### src/hdl/psraa_pkg.sv
// Shared types and constants for the per-sensor running average alarm.
package psraa_pkg;

  localparam int MAX_SENSORS_DEF = 64;
  localparam int WINDOW_LEN_DEF  = 5;
  localparam int DATA_W          = 16;
  localparam int QUEUE_DEPTH     = 2;
  localparam int QPTR_W          = 1;
  localparam int QCNT_W          = 2;
  localparam int PADDR_W         = 3;
  localparam int PDATA_W         = 32;

  // Request kinds
  localparam logic REQ_REGISTER = 1'b0;
  localparam logic REQ_MEASURE  = 1'b1;

  // Register index, taken from paddr[2]
  localparam logic REG_MAX_TEMP = 1'b0;
  localparam logic REG_MIN_TEMP = 1'b1;

  typedef enum logic [2:0] {
    ST_NORMAL     = 3'd0,
    ST_HOT        = 3'd1,
    ST_COLD       = 3'd2,
    ST_UNKNOWN    = 3'd3,
    ST_ALLZERO    = 3'd4,
    ST_REGISTERED = 3'd5,
    ST_FULL       = 3'd6
  } status_t;

  typedef struct packed {
    logic                     req_type;
    logic [DATA_W-1:0]        sensor_id;
    logic [DATA_W-1:0]        room_id;
    logic signed [DATA_W-1:0] temperature;
  } in_item_t;

  typedef struct packed {
    logic [DATA_W-1:0]        out_sensor;
    logic [DATA_W-1:0]        out_room;
    logic signed [DATA_W-1:0] average;
    status_t                  status;
  } out_item_t;

  // Head of the request queue as seen by the back end
  typedef struct packed {
    logic     valid;
    in_item_t item;
  } queue_head_t;

endpackage

### src/hdl/psraa_front.sv
// Front end: accepts requests into a short queue ahead of the sequencer.
module psraa_front (
  input  logic                   clk,
  input  logic                   rst,
  input  logic                   in_valid,
  output logic                   in_stall,
  input  psraa_pkg::in_item_t    in_item,
  output psraa_pkg::queue_head_t head,
  input  logic                   pop
);
  import psraa_pkg::*;

  in_item_t            entries [QUEUE_DEPTH];
  logic [QPTR_W-1:0]   wr_ptr;
  logic [QPTR_W-1:0]   rd_ptr;
  logic [QCNT_W-1:0]   fill;
  logic                push;
  logic                take;

  assign in_stall = (fill == QCNT_W'(QUEUE_DEPTH));
  assign push     = in_valid && !in_stall;
  assign take     = pop && (fill != '0);

  assign head.valid = (fill != '0);
  assign head.item  = entries[rd_ptr];

  // Storage, no reset needed
  always_ff @(posedge clk) begin
    if (push) begin
      entries[wr_ptr] <= in_item;
    end
  end

  // Pointers and fill level
  always_ff @(posedge clk) begin
    if (rst) begin
      wr_ptr <= '0;
      rd_ptr <= '0;
      fill   <= '0;
    end else begin
      if (push) wr_ptr <= wr_ptr + 1'b1;
      if (take) rd_ptr <= rd_ptr + 1'b1;
      if (push && !take)      fill <= fill + 1'b1;
      else if (take && !push) fill <= fill - 1'b1;
    end
  end

endmodule

### config.mk
export PLATFORM = sky130hd
export DESIGN_NAME = psraa_front
export DESIGN_NICKNAME = d
export VERILOG_FILES = /design/src/hdl/psraa_pkg.sv /design/src/hdl/psraa_front.sv
export SDC_FILE = /design/constraint.sdc
export NUM_CORES = 1
export LEC_CHECK = 0
export ABC_AREA = 1
export ABC_CLOCK_PERIOD_IN_PS = 4670
export BUFFER_PORTS_ARGS = -buffer_cell sky130_fd_sc_hd__buf_2
export CELL_PAD_IN_SITES_DETAIL_PLACEMENT = 0
export CELL_PAD_IN_SITES_GLOBAL_PLACEMENT = 1
export CORE_ASPECT_RATIO = 0.7
export CORE_UTILIZATION = 47
export CTS_CLUSTER_DIAMETER = 150
export DETAILED_ROUTE_END_ITERATION = 16
export GPL_ROUTABILITY_DRIVEN = 0
export PLACE_DENSITY = 0.91
export SYNTH_ARGS = -nofsm -noshare
export SYNTH_HDL_FRONTEND = slang
export SYNTH_SLANG_ARGS = --single-unit
export TNS_END_PERCENT = 20
### constraint.sdc
create_clock -name clk -period 4.67 [get_ports clk]
set_clock_uncertainty 0.1 [all_clocks]
set_input_delay 0.467 -clock clk [delete_from_list [all_inputs] [get_ports clk]]
set_output_delay 0.467 -clock clk [all_outputs]
set_load 0.01 [all_outputs]
; ---- After elaboration in Yosys (flattened, before gate mapping)
; Memories as Yosys holds them, arrays and structs flattened. A register that Yosys moved wholly into a read port is not among the register bits.
; Cells that the tools add are included.
[op_classes]
n_addsub = 4
n_eq_ne = 1
muxes = 6
reduce_logical = 9
[op_table]
columns = op, n
row1 = logical AND 1 bit, 4
row2 = 2-to-1 mux 1 bit, 4
row3 = 2-to-1 mux 2 bit, 2
row4 = nonzero test 2 bit, 2
row5 = logical NOT 1 bit, 3
row6 = "adder 1 bit, second input constant", 2
row7 = "adder 2 x 1 -> 2 bit, second input constant", 1
row8 = "== test 2 bit, second input constant", 1
row9 = "subtractor 2 x 1 -> 2 bit, second input constant", 1
[totals]
reg_bits = 4
ram_bits = 98
inputBits = 53
output_inout_bits = 51
wordCells = 24
n_memories = 1
[memory_table]
columns = name, depth, word_bits, read_ports, rd_ports_with_merged_regs, wr, line
row1 = entries, 2, 49, 1, 1, 1, psraa_front.sv:13  ; in_item_t entries [QUEUE_DEPTH];

; ---- Logic depth before layout (Yosys ltp)
[depth]
depth_word = 7
ltp_mapped = 10
mapped_depth_nobuf = 10

; ---- Worst setup path after synthesis
; Ideal clock, no wire load.
[synth_path]
kind = in2reg
from = input in_valid
to = memory entries[0][0] (netlist bit), enable pin
setup_ps = 456
t_arrival_ps = 2628
required_time_ps = 4114
slack_ps = 1487
cell_stages = 2
path_buffers = 0
path_cell_list = o21ai_1 > nor2_1
[synth_between]
elab_chain_len = 3
[synth_lines]
columns = element, line
row1 = from (decl), psraa_front.sv:5  ; input logic in_valid,
row2 = logical AND 1 bit, psraa_front.sv:21  ; assign push = in_valid && !in_stall;
row3 = 2-to-1 mux 1 bit, psraa_front.sv:29  ; if (push) begin
row4 = 2-to-1 mux 1 bit (implied by the code), psraa_front.sv:30  ; entries[wr_ptr] <= in_item;
row5 = to (decl), psraa_front.sv:13
; No other way between the ends.

==> flow_metrics.tcl <==
set metrics [dict create \
    stdcell_count 407 \
    final_layout_worst_hold_slack_ns 0.214 \
    maxCapViolCount 0 \
    timing.critical_path.slowest_cell_delay_ns 0.72 \
    slew_limit_fails 0 \
    num_antenna_cells 0 \
    port_buffers 103 \
    ys.flop_type "sky130_fd_sc_hd__edfxtp_1" \
    cp.required_ns 4.10 \
    synth_top_area_share_pct 77.0 \
    die_width_um 110 \
    netlist_area_um2 3820 \
    area_growth_pct 24.3 \
    placementRows 27 \
    core_um2 7870 \
    half_perimeter_wire_length_after_detailed_placement_um 4250 \
    post_cts_resized 0 \
    num-nets-final 355 \
    cts_max_level 3 \
    critical_path.endpoint_type "output pin" \
    postSynth.asyncResetShare_pct 0 \
    final_setup_viols 0 \
    drive_above_1_share_pct 56.2 \
    worstMarginPinSlew_ns 0.657 \
    cts_tree "yes" \
    timing.final.crit_period_ns 2.65 \
    nFillCells 609 \
    critical_path.max_fanout 28 \
    ys_top_cells_by_area "sky130_fd_sc_hd__edfxtp_1, sky130_fd_sc_hd__mux2_2, sky130_fd_sc_hd__mux2_4, sky130_fd_sc_hd__dfxtp_1, sky130_fd_sc_hd__inv_1" \
    grt.met2_usage_pct 24.1 \
    use_met1_pct 19.0 \
    timing.setup.critical_path_class "reg -> out" \
    floorplan.initialDensity_pct 48.5 \
    synthesis.yosys.warnings 0 \
    grt_pass1_vias 2019 \
    antenna_found_initial 0 \
    ctsHoldBuffers 0 \
    detailedRoute.firstPassIterationCount 4 \
    place.detailed.instances 391 \
    synthMostInstantiatedCell "sky130_fd_sc_hd__edfxtp_1" \
    vdd_ir_drop_max_uv 302 \
    grt.overflow.total 0 \
    final_min_period_over_clock_period_pct 56.8 \
    syn_area_per_cell_um2 20.2 \
    cts.clk_slew.worst_paths_ns 0.07 \
    timing_hold_violations_final 0 \
    worstSetupStartpointType "register" \
    finish.instance_area_um2 4750 \
    netlist_top_cells_count "sky130_fd_sc_hd__edfxtp_1, sky130_fd_sc_hd__mux2_2, sky130_fd_sc_hd__mux2_4, sky130_fd_sc_hd__inv_1, sky130_fd_sc_hd__nor2_1" \
    routedWlPerCell_um 15.3 \
    number_of_buffers_inserted_by_post_cts_setup_repair 0 \
    critical_path.cell_chain "buf_4 -> mux2_2 -> buf_2" \
    fmax_ghz 0.377 \
    post_synth_inst_count 189 \
    worstSkewPairLatency_ns 0.34 \
    power.density_cell_area_nw_per_um2 530 \
    setup_total_negative_slack_ns 0 \
    ant_nets 0 \
    clkSinkCount 103 \
    floorplan.io_pins 104 \
    post-synth-top-area-cell "sky130_fd_sc_hd__edfxtp_1" \
    finalPower_w 0.00252 \
    slew_headroom_pct 56.1 \
    data_arrival_at_the_endpoint_of_the_critical_path_ns 2.08 \
    hold_crit_path_type "in -> reg" \
    run_status "complete, no violations" \
    max-clock-path-buffers 2 \
    die_h_um 77.4 \
    pin_count_of_the_biggest_net_entering_global_routing 29 \
    via_count 1999 \
    number_of_buffers_inserted_during_clock_tree_synthesis 9 \
    placement.cell_area_um2 4450 \
    drc 0 \
    critPathSlowestCell "sky130_fd_sc_hd__dfxtp_2" \
    groute.usage.overall_pct 15.3 \
    detail_route.vias_per_cell 4.91 \
    busiest_layer "met2" \
    postSynthNetCount 243 \
    grt_pass1_wl_um 9480 \
    use_met3_pct 6.22 \
    synth-edff-count 98 \
    full_die_area_um2 8500 \
    synth_cell_types 16 \
    proportion_of_synthesized_chip_area_in_sequential_cells_pct 79.6 \
    drt-total-wl_um 6230 \
    cts_root_buffer "sky130_fd_sc_hd__clkbuf_16" \
    synth.ff_latch_count 103 \
    grt_setup_unrepaired "no" \
    leakage_nw 1.82 \
    initialDrtViolationCount 74 \
]
[cells in the final DEF (no fill, tap or decap), drive strengths merged]
cell type,synthesis,layout
buf,5,106
edfxtp,98,98
mux2,49,49
inv,8,10
clkbuf,0,9
nor2,8,8
nand2,7,7
dfxtp,5,5
o21ai,3,3
clkinv,0,3
a21oi,2,2
nand3,2,2
nand4,1,1
ha,1,1
bufinv,0,1
clkinvlp,0,1
[logic make-up (layout without fill, tap and decap cells)]
logic type | count (synthesis) | in the layout | share of synthesized area [%]
buffers and inverters | 13 | 130 | 2.06
AOI/OAI and AO/OA | 5 | 5 | 0.655
muxes | 49 | 49 | 15.4
DFF | 103 | 103 | 79.6
adders and majority gates | 1 | 1 | 0.327
and+or+nand+nor | 18 | 18 | 1.90
[layer usage]
layer	wire length, µm	part of all wire (%)	vias up
li1	-	-	951
met1	2750	44	957
met2	2910	47	83
met3	485	7.8	8
met4	80	1.3	0
met5	0	0	-
[power by group]
part           switching (W)  internal (W)
combinational       0.000298      0.000267
sequential         0.0000567       0.00117
clock               0.000312      0.000416
[final timing paths]
path                from              to  slack, ns  cells past startpoint
min          in_item[46]  entries[1][46]       0.21                      1
max             register        head[36]       2.02                      3
max reg2reg      fill[1]  entries[1][40]       2.57                      4
min reg2reg       wr_ptr          wr_ptr       0.43                      2
[state kept, by name, summed over array words and instances, names as in the netlist, named ones only]
register and flops:
rd_ptr 1, entries 98, fill 2, wr_ptr 1
[critical path, delay by kind of cell, from the launching register on]
family	cells	cell delay [ns]
buffers and inverters	2	0.61
muxes	1	0.40
DFF	1	0.72
[through the flow]
step | setup WS [ns] | utilization (%)
5_1_grt | 1.90 | 60.3
4_1_cts | 1.99 | 60.3
3_3_place_gp | 2.37 | 56.6
6_report | 2.02 | 60.3
3_5_place_dp | 2.36 | 56.6
2_1_floorplan | 1.49 | -
[final cells by class]
cell class                      instances  area (µm²)  share of cell area (%)
Inverter                                8        30.0                   0.632
Clock buffer                            9         225                    4.74
Clock inverter                          7        71.3                    1.50
Multi-Input combinational cell         73         714                    15.0
Tap cell                              101         126                    2.66
Sequential cell                       103        3040                    64.1
Timing Repair Buffer                  106         538                    11.3
No activity file was read; power rests on OpenSTA's default activity.
